$ cat config.mk
export PLATFORM = sky130hd
export DESIGN_NAME = serial_date_day_count
export DESIGN_NICKNAME = d
export VERILOG_FILES = /design/src/hdl/sddc_pkg.sv /design/src/hdl/serial_date_day_count.sv
export SDC_FILE = /design/constraint.sdc
export NUM_CORES = 1
export LEC_CHECK = 0
export ABC_AREA = 1
export BUFFER_PORTS_ARGS = -buffer_cell sky130_fd_sc_hd__buf_2
export CORE_MARGIN = 2
export CORE_UTILIZATION = 59
export DETAILED_ROUTE_END_ITERATION = 8
export GPL_ROUTABILITY_DRIVEN = 0
export PLACE_DENSITY = 0.79
export SLEW_MARGIN = 5
export SYNTH_ARGS = -nofsm -noshare
export SYNTH_HDL_FRONTEND = slang
export SYNTH_SLANG_ARGS = --single-unit
$ cat constraint.sdc
create_clock -name clk -period 11.6 [get_ports clk]
set_clock_uncertainty 0.2 [all_clocks]
set_input_delay 2.9 -clock clk [delete_from_list [all_inputs] [get_ports clk]]
set_output_delay 2.9 -clock clk [all_outputs]
set_load 0.02 [all_outputs]
$ cat src/hdl/sddc_pkg.sv
// shared constants, types and the month lookup for the serial date day count
package sddc_pkg;

    localparam int unsigned SERIAL_MAX  = 73050;
    localparam int unsigned BLOCK_DAYS  = 1461;
    localparam int unsigned YEAR_DAYS   = 365;
    localparam int unsigned DAYS_MONTH  = 30;
    localparam int unsigned DAYS_YEAR   = 360;
    localparam int unsigned LONG_DAY    = 31;

    // floor(x / 1461) == (x * RECIP_MUL) >> RECIP_SHIFT for every x below 2^17 / 1.79
    localparam int unsigned RECIP_MUL   = 45934;
    localparam int unsigned RECIP_SHIFT = 26;

    localparam int SERIAL_W = 17;
    localparam int COUNT_W  = 18;

    typedef enum logic [1:0] {
        MODE_US  = 2'd0,
        MODE_EU  = 2'd1,
        MODE_ACT = 2'd2,
        MODE_ALT = 2'd3
    } mode_t;

    // cumulative days before each month, non-leap year, index 1 = january
    localparam logic [8:0] MONTH_START [14] = '{
        9'd0, 9'd0, 9'd31, 9'd59, 9'd90, 9'd120, 9'd151,
        9'd181, 9'd212, 9'd243, 9'd273, 9'd304, 9'd334, 9'd365
    };

    // stage 1: offset from day one and its 1461-day block
    typedef struct packed {
        logic [SERIAL_W-1:0] x;
        logic [5:0]          q;
    } blk_t;

    // stage 2: offset inside block and year
    typedef struct packed {
        logic [10:0] r;
        logic [1:0]  yr;
    } yoff_t;

    // stage 3: day of year and month hints
    typedef struct packed {
        logic [8:0] k;
        logic       lt31;
        logic       lt60;
        logic       yr_nz;
        logic [7:0] y;
    } doy_t;

    // stage 4: decoded date
    typedef struct packed {
        logic [4:0] d;
        logic [3:0] m;
        logic [7:0] y;
    } date_t;

    // fields that ride along every stage
    typedef struct packed {
        logic               bad;
        mode_t              mode;
        logic [COUNT_W-1:0] act;
    } ctl_t;

    function automatic logic [3:0] month_of(input logic [8:0] k, input logic lt31,
                                            input logic lt60);
        logic [3:0] m;
        m = 4'd1;
        if (lt31) begin
            m = 4'd1;
        end
        else if (lt60) begin
            m = 4'd2;
        end
        else begin
            // table is monotone, so the last passed boundary wins
            for (int j = 2; j <= 12; j++) begin
                if (k > MONTH_START[j]) begin
                    m = 4'(j);
                end
            end
        end
        return m;
    endfunction

endpackage

$ cat src/hdl/serial_date_day_count.sv
// five-stage pipeline: date decode of both serials and 30/360 or actual day count
// throughput: one word per cycle unless a held result word stalls; the serial decode runs as reciprocal multiply,
//   block remainder with year split, day of year, month search and count stages
// a held result word stalls every stage together, nothing is dropped or repeated
// reset clears all stage valid bits; data registers are not reset
module serial_date_day_count (
    input  logic                            clk,
    input  logic                            rst_n,
    input  logic                            valid,
    output logic                            ready,
    input  logic [sddc_pkg::SERIAL_W-1:0]   start_serial,
    input  logic [sddc_pkg::SERIAL_W-1:0]   end_serial,
    input  logic [1:0]                      mode,
    output logic                            count_valid,
    input  logic                            count_ready,
    output logic signed [sddc_pkg::COUNT_W-1:0] day_count,
    output logic                            invalid
);
    import sddc_pkg::*;

    logic adv;

    logic v1_reg, v2_reg, v3_reg, v4_reg, v5_reg;

    blk_t  s1_reg  [2];
    blk_t  s1_next [2];
    ctl_t  c1_reg, c1_next;
    yoff_t s2_reg  [2];
    yoff_t s2_next [2];
    logic [5:0] q2_reg [2];
    ctl_t  c2_reg;
    doy_t  s3_reg  [2];
    doy_t  s3_next [2];
    ctl_t  c3_reg;
    date_t s4_reg  [2];
    date_t s4_next [2];
    ctl_t  c4_reg;
    logic [COUNT_W-1:0] cnt_reg, cnt_next;
    logic               bad_reg;

    logic [SERIAL_W-1:0] ser [2];

    assign ser[0] = start_serial;
    assign ser[1] = end_serial;

    assign adv   = !v5_reg || count_ready;
    assign ready = adv;

    // stage 1: validity, offset and block number by reciprocal multiply
    always_comb begin
        logic [32:0] p;
        logic        ok0, ok1;
        for (int i = 0; i < 2; i++) begin
            s1_next[i].x = ser[i] - SERIAL_W'(1);
            p            = 33'(s1_next[i].x) * 33'(RECIP_MUL);
            s1_next[i].q = p[RECIP_SHIFT+5:RECIP_SHIFT];
        end
        ok0 = (start_serial >= SERIAL_W'(1)) && (start_serial <= SERIAL_W'(SERIAL_MAX));
        ok1 = (end_serial >= SERIAL_W'(1)) && (end_serial <= SERIAL_W'(SERIAL_MAX));
        c1_next.bad  = !(ok0 && ok1);
        c1_next.mode = mode_t'(mode);
        c1_next.act  = COUNT_W'(end_serial) - COUNT_W'(start_serial);
    end

    // stage 2: offset inside the block and year inside the block
    always_comb begin
        logic [SERIAL_W-1:0] rt;
        logic [10:0]         r;
        for (int i = 0; i < 2; i++) begin
            rt = s1_reg[i].x - SERIAL_W'(s1_reg[i].q) * SERIAL_W'(BLOCK_DAYS);
            r  = rt[10:0];
            s2_next[i].r = r;
            // first year of a block is the leap one with 366 days
            if (r >= 11'(3 * YEAR_DAYS + 1)) begin
                s2_next[i].yr = 2'd3;
            end
            else if (r >= 11'(2 * YEAR_DAYS + 1)) begin
                s2_next[i].yr = 2'd2;
            end
            else if (r >= 11'(YEAR_DAYS + 1)) begin
                s2_next[i].yr = 2'd1;
            end
            else begin
                s2_next[i].yr = 2'd0;
            end
        end
    end

    // stage 3: day of year, counted without the leap day
    always_comb begin
        logic [10:0] kt;
        for (int i = 0; i < 2; i++) begin
            kt = s2_reg[i].r - 11'(s2_reg[i].yr) * 11'(YEAR_DAYS);
            s3_next[i].k     = kt[8:0];
            s3_next[i].lt31  = s2_reg[i].r < 11'd31;
            s3_next[i].lt60  = s2_reg[i].r < 11'd60;
            s3_next[i].yr_nz = s2_reg[i].yr != 2'd0;
            s3_next[i].y     = {q2_reg[i], s2_reg[i].yr};
        end
    end

    // stage 4: month search and day of month
    always_comb begin
        logic [3:0] m;
        logic       c;
        logic [9:0] dt;
        for (int i = 0; i < 2; i++) begin
            m  = month_of(s3_reg[i].k, s3_reg[i].lt31, s3_reg[i].lt60);
            c  = s3_reg[i].yr_nz || (m >= 4'd3);
            dt = 10'(s3_reg[i].k) + 10'd1 - 10'(MONTH_START[m]) - 10'(c);
            s4_next[i].d = dt[4:0];
            s4_next[i].m = m;
            s4_next[i].y = s3_reg[i].y;
        end
    end

    // stage 5: day caps and count, modulo 2^18 gives the two's complement word
    always_comb begin
        logic [4:0] d1, d2;
        d1 = s4_reg[0].d;
        d2 = s4_reg[1].d;
        if (d1 == 5'(LONG_DAY)) begin
            d1 = 5'(DAYS_MONTH);
        end
        if (d2 == 5'(LONG_DAY) && (c4_reg.mode == MODE_EU || d1 == 5'(DAYS_MONTH))) begin
            d2 = 5'(DAYS_MONTH);
        end
        cnt_next = COUNT_W'(d2) - COUNT_W'(d1)
                 + COUNT_W'(s4_reg[1].m) * COUNT_W'(DAYS_MONTH)
                 - COUNT_W'(s4_reg[0].m) * COUNT_W'(DAYS_MONTH)
                 + COUNT_W'(s4_reg[1].y) * COUNT_W'(DAYS_YEAR)
                 - COUNT_W'(s4_reg[0].y) * COUNT_W'(DAYS_YEAR);
        case (c4_reg.mode) inside
            MODE_US, MODE_EU: cnt_next = cnt_next;
            default:          cnt_next = c4_reg.act;
        endcase
        if (c4_reg.bad) begin
            cnt_next = '0;
        end
    end

    always_ff @(posedge clk or negedge rst_n) begin
        if (!rst_n) begin
            v1_reg <= 1'b0;
            v2_reg <= 1'b0;
            v3_reg <= 1'b0;
            v4_reg <= 1'b0;
            v5_reg <= 1'b0;
        end
        else if (adv) begin
            v1_reg <= valid;
            v2_reg <= v1_reg;
            v3_reg <= v2_reg;
            v4_reg <= v3_reg;
            v5_reg <= v4_reg;
        end
    end

    always_ff @(posedge clk) begin
        if (adv) begin
            s1_reg  <= s1_next;
            c1_reg  <= c1_next;
            s2_reg  <= s2_next;
            q2_reg[0] <= s1_reg[0].q;
            q2_reg[1] <= s1_reg[1].q;
            c2_reg  <= c1_reg;
            s3_reg  <= s3_next;
            c3_reg  <= c2_reg;
            s4_reg  <= s4_next;
            c4_reg  <= c3_reg;
            cnt_reg <= cnt_next;
            bad_reg <= c4_reg.bad;
        end
    end

    assign count_valid = v5_reg;
    assign day_count   = $signed(cnt_reg);
    assign invalid     = bad_reg;

    // a flagged word always carries a zero count
    a_bad_zero: assert property (@(posedge clk) disable iff (!rst_n)
        count_valid && invalid |-> day_count == '0)
        else $error("invalid word with nonzero count");

    // any count stays within the span of the serial range
    a_count_range: assert property (@(posedge clk) disable iff (!rst_n)
        count_valid |-> (day_count >= -18'sd73049) && (day_count <= 18'sd73049))
        else $error("day count out of range");

    // a word in the last decode stage reaches the output on the next advance
    a_stage_flow: assert property (@(posedge clk) disable iff (!rst_n)
        adv && v4_reg |=> count_valid)
        else $error("word lost between stage 4 and output");

endmodule

After elaboration in Yosys (flattened, before gate mapping)
Memories as Yosys holds them, arrays and structs flattened. A register that Yosys moved wholly into a read port is not among the register bits.
Cells that the tools add are included.
{"block": "totals", "reg_bits": 242, "mem_bits_rw": 12, "romBits": 288, "input_bits": 40, "out_inout_bits": 21, "word_cells": 177, "memories": 3}
{"memory": "(name not given)", "words": 16, "width": 9, "rd": 1, "rd_ports_with_merged_regs": 0, "write_ports": 0, "line": "serial_date_day_count.sv:110", "source": "dt = 10'(s3_reg[i].k) + 10'd1 - 10'(MONTH_START[m]) - 10'(c);"}
{"memory": "(name not given)", "words": 16, "width": 9, "rd": 1, "rd_ports_with_merged_regs": 0, "write_ports": 0, "line": "serial_date_day_count.sv:110"}
{"memory": "q2_reg", "words": 2, "width": 6, "rd": 2, "rd_ports_with_merged_regs": 2, "write_ports": 2, "line": "serial_date_day_count.sv:30", "source": "logic [5:0] q2_reg [2];"}
{"block": "classes", "addsub": 18, "multipliers": 10, "n_lt_le_gt_ge": 40, "eq_ne": 4, "n_mux": 39, "n_bitwise": 2, "n_reduce_logical": 16}
{"cell": "$mux W4", "count": 24}
{"cell": "$gt A9 B8 Y1 const B", "count": 8}
{"cell": "$mul A17 B15 Y31 const B", "count": 2}
{"cell": "$gt A9 B9 Y1 const B", "count": 6}
{"cell": "$gt A9 B7 Y1 const B", "count": 4}
{"cell": "$ge A17 B1 Y1 const B", "count": 2}
{"cell": "$le A17 B17 Y1 const B", "count": 2}
{"cell": "$sub A17 B1 Y17 const B", "count": 2}
{"cell": "$mux W5", "count": 6}
{"cell": "$mul A8 B6 Y14 const B", "count": 2}
{"cell": "$ge A11 B10 Y1 const B", "count": 2}
{"cell": "$ge A11 B11 Y1 const B", "count": 2}
{"cell": "$ge A11 B9 Y1 const B", "count": 2}
{"cell": "$lt A11 B5 Y1 const B", "count": 2}
{"cell": "$lt A11 B6 Y1 const B", "count": 2}
{"cell": "$mul A6 B11 Y11 const B", "count": 2}
{"cell": "$sub A11 B11 Y11", "count": 2}
{"cell": "$add A18 B17 Y18", "count": 1}
{"cell": "$gt A9 B5 Y1 const B", "count": 2}
{"cell": "$gt A9 B6 Y1 const B", "count": 2}
{"cell": "$mul A2 B9 Y9 const B", "count": 2}
{"cell": "$mux W18", "count": 1}
{"cell": "$sub A17 B17 Y18", "count": 1}
{"cell": "$sub A18 B17 Y18", "count": 1}
{"cell": "21 further kinds", "count": 47}

Depth between registers and ports, before layout
{"block": "depth", "ltp_word": 20, "ltp_mapped": 34, "ltp_nobuf": 34}

Worst setup path before layout
No wires, ideal clock.
{"block": "synth_path", "path_type": "input-to-output", "startpoint": "in count_ready", "endpoint": "out ready", "arrival_ns": 8.393, "t_required_ns": 8.500, "slack_ns": 0.107, "path_stages": 2, "path_buffers": 0, "cell_sequence": "inv_1 -> nand2_1"}
{"block": "synth_via", "elab_chain_cells": 1}
{"item": "from (decl)", "line": "serial_date_day_count.sv:15", "source": "input logic count_ready,"}
{"item": "$logic_or A1 B1 Y1", "line": "serial_date_day_count.sv:46", "source": "assign adv = !v5_reg || count_ready;"}
{"item": "to (decl)", "line": "serial_date_day_count.sv:10", "source": "output logic ready,"}
No other way between the ends.

==> flow_metrics.py <==
metrics = {
    "critical_path": {
        "cpPeakStageDelay_ns": 0.59,
        "crit_path_start_kind": "primary input",
        "r2r-start": "c4_reg[19]",
        "ff2ff_setup_slack_ns": 3.81,
        "crit_start": "start_serial[0]",
        "crit_family": "adder cells",
        "r2r_cells": 31,
        "end_kind": "flop",
        "cp_slowest_cell": "xor2_1",
        "arrival_ns": 9.51,
        "cp_max_fo": 7,
        "r2r-end": "day_count[13]",
        "crit_required_ns": 11.70,
        "path_buf_inv": 6,
        "worstSetupPathType": "in -> reg",
    },
    "sta": {
        "worst_pin_slew_ns": 1.04,
        "rsz0062_at_grt": "no",
        "hold_violations": 0,
        "tns_ns": 0,
        "max_freq_mhz": 106,
        "fin_crit_sh": 0.811,
        "final.setup.worst_slack_ns": 2.19,
        "slew_headroom": 0.306,
        "setup_viol": 0,
        "min_period_ns": 9.41,
        "slew_violations": 0,
    },
    "logic_synthesis": {
        "synthFlopType": "edfxtp_1",
        "synth_area_um2": 29200,
        "ys_ff_latch": 254,
        "async_flop_share": 0.0197,
        "synth_edf_count": 249,
        "syn_inst": 3073,
        "yosys_warnings": 0,
        "syn_nets": 3894,
        "synth_cell_type_count": 54,
        "syn_avg_cell_area_um2": 9.51,
        "ys_seq_area_frac": 0.260,
    },
    "clocking": {
        "cts-root-buf": "clkbuf_16",
        "clk_path_buf_depth": 3,
        "clkTransAtPathRegs_ns": 0.06,
        "cts_buffers": 28,
        "hold_buffers": 0,
        "clock_latency_ns": 0.55,
        "cts_tree": "done",
        "cts_resized": 0,
        "cts_max_level": 1,
        "post-cts-setup-buffer-count": 0,
        "cts.sinks": 254,
    },
    "global_routing": {
        "grt_use_total": 0.250,
        "grt_max_degree": 85,
        "grt_pass1_vias": 21400,
        "antenna_found_initial": 1,
        "grt_pass1_wl_mm": 103,
        "grt_overflow": 0,
    },
    "drt": {
        "drc": 0,
        "detail-route-antenna-nets": 0,
        "vias_per_cell": 5.37,
        "firstDrtPassIters": 5,
        "routedWlPerCell_um": 16.0,
        "drt_first_iter_violations": 1359,
        "vias": 20600,
        "wirelength_mm": 61.5,
    },
    "floorplanning": {
        "die_width_um": 227,
        "io_pins": 61,
        "core_um2": 49000,
        "initial_core_util": 0.597,
        "rows": 81,
        "die_area_um2": 51400,
        "dieHeight_um": 227,
    },
    "place": {
        "dp_hpwl_mm": 51.7,
        "io_buffers": 60,
        "placed_cell_area_um2": 30300,
        "dp_slack_ns": 1.64,
    },
    "finish": {
        "fin_nets": 3975,
        "largest_register_ffs": 40,
        "drive_gt1_frac": 0.0504,
        "n_antenna_cell": 0,
        "design_area_um2": 31300,
        "area_growth_pct": 7.01,
    },
    "worst_hold_path": {
        "worstHoldPathType": "reg -> reg",
        "holdCritStartpoint": "c1_reg[11]",
        "whs_path_depth": 0,
        "worstHoldEndpoint": "c2_reg[11]",
    },
    "flow_run": {
        "cap_violations": 0,
    },
    "run_status": {
        "outcome": "complete, no violations",
    },
}
[how the worst max path moves through the flow]
| stage | to | slack, ns | depth (start not counted) |
|---|---|---|---|
| after floorplan | ready | 0.11 | 2 |
| after global placement | s1_reg[27] | 1.91 | 25 |
| after detailed placement | s1_reg[27] | 1.64 | 25 |
| after CTS | s1_reg[27] | 2.22 | 25 |
| after global routing | s1_reg[27] | 1.65 | 25 |
| final | s1_reg[27] | 2.19 | 25 |
[layer usage]
metal / track usage / routed length, µm / up-vias
li1: - / - / 10000
met1: 0.322 / 25600 / 9787
met2: 0.439 / 30400 / 691
met3: 0.0263 / 3560 / 143
met4: 0.0881 / 2000 / 2
met5: 0 / 13 / -
[cell usage after synthesis (23+ instances only)]
| library cell | instances | area (µm²) |
|---|---|---|
| nand3_1 | 98 | 490 |
| inv_1 | 762 | 2860 |
| nor2_1 | 154 | 578 |
| fa_1 | 308 | 6170 |
| nand2_1 | 374 | 1400 |
| edfxtp_1 | 249 | 7480 |
| inv_2 | 24 | 90.1 |
| o21bai_1 | 23 | 173 |
| xnor2_1 | 50 | 438 |
| ha_1 | 473 | 5920 |
| o21ai_0 | 88 | 440 |
| xor2_1 | 106 | 928 |
| a21oi_1 | 164 | 821 |
| nor3_1 | 33 | 165 |
[worst register-to-register path: cells and delay by family, from the launching register on]
kind | cells | cell delay [ns]
AOI/OAI and AO/OA | 14 | 3.17
xor gates and xnor gates | 1 | 0.09
adders and majority gates | 5 | 1.84
buffers and inverters | 6 | 1.05
DFF | 1 | 0.63
and+or+nand+nor | 5 | 0.52
[cells by family (layout without fill, tap and decap cells)]
logic type / after synthesis / after routing / synth area share
xor gates and xnor gates: 158 / 158 / 0.0478
AOI/OAI and AO/OA: 358 / 358 / 0.0696
buffers and inverters: 799 / 900 / 0.103
and+or+nand+nor: 720 / 720 / 0.105
muxes: 3 / 3 / 0.00116
DFF: 254 / 254 / 0.260
adders and majority gates: 781 / 781 / 0.413
[per-stage QoR]
step / std cells / hold slack, ns / utilization
2_1_floorplan: 3073 / 0.200 / -
4_1_cts: 3838 / 0.215 / 0.639
5_1_grt: 3838 / 0.218 / 0.639
6_report: 3838 / 0.214 / 0.639
3_5_place_dp: 3788 / 0.205 / 0.620
3_3_place_gp: 3788 / 0.201 / 0.620
[area by class of cell]
cell class | instances | area, µm²
sequential | 254 | 7600
fill | 3724 | 17700
multi-input combinational | 2020 | 18600
clock inverter | 18 | 213
tap | 664 | 831
timing repair buffer | 63 | 323
clock buffer | 32 | 737
inverter | 787 | 2950
[cells in the final DEF (no fill, tap or decap), types with 88 or more instances in the layout]
cell type    n
nand3_1     98
fa_1       308
o21ai_0     88
inv_1      762
xor2_1     106
nor2_1     154
nand2_1    373
a21oi_1    164
edfxtp_1   249
ha_1       473
Power is left out: the tool's default activity adds up to more than one toggle a clock period on the data nets, which glitch-free logic cannot reach.
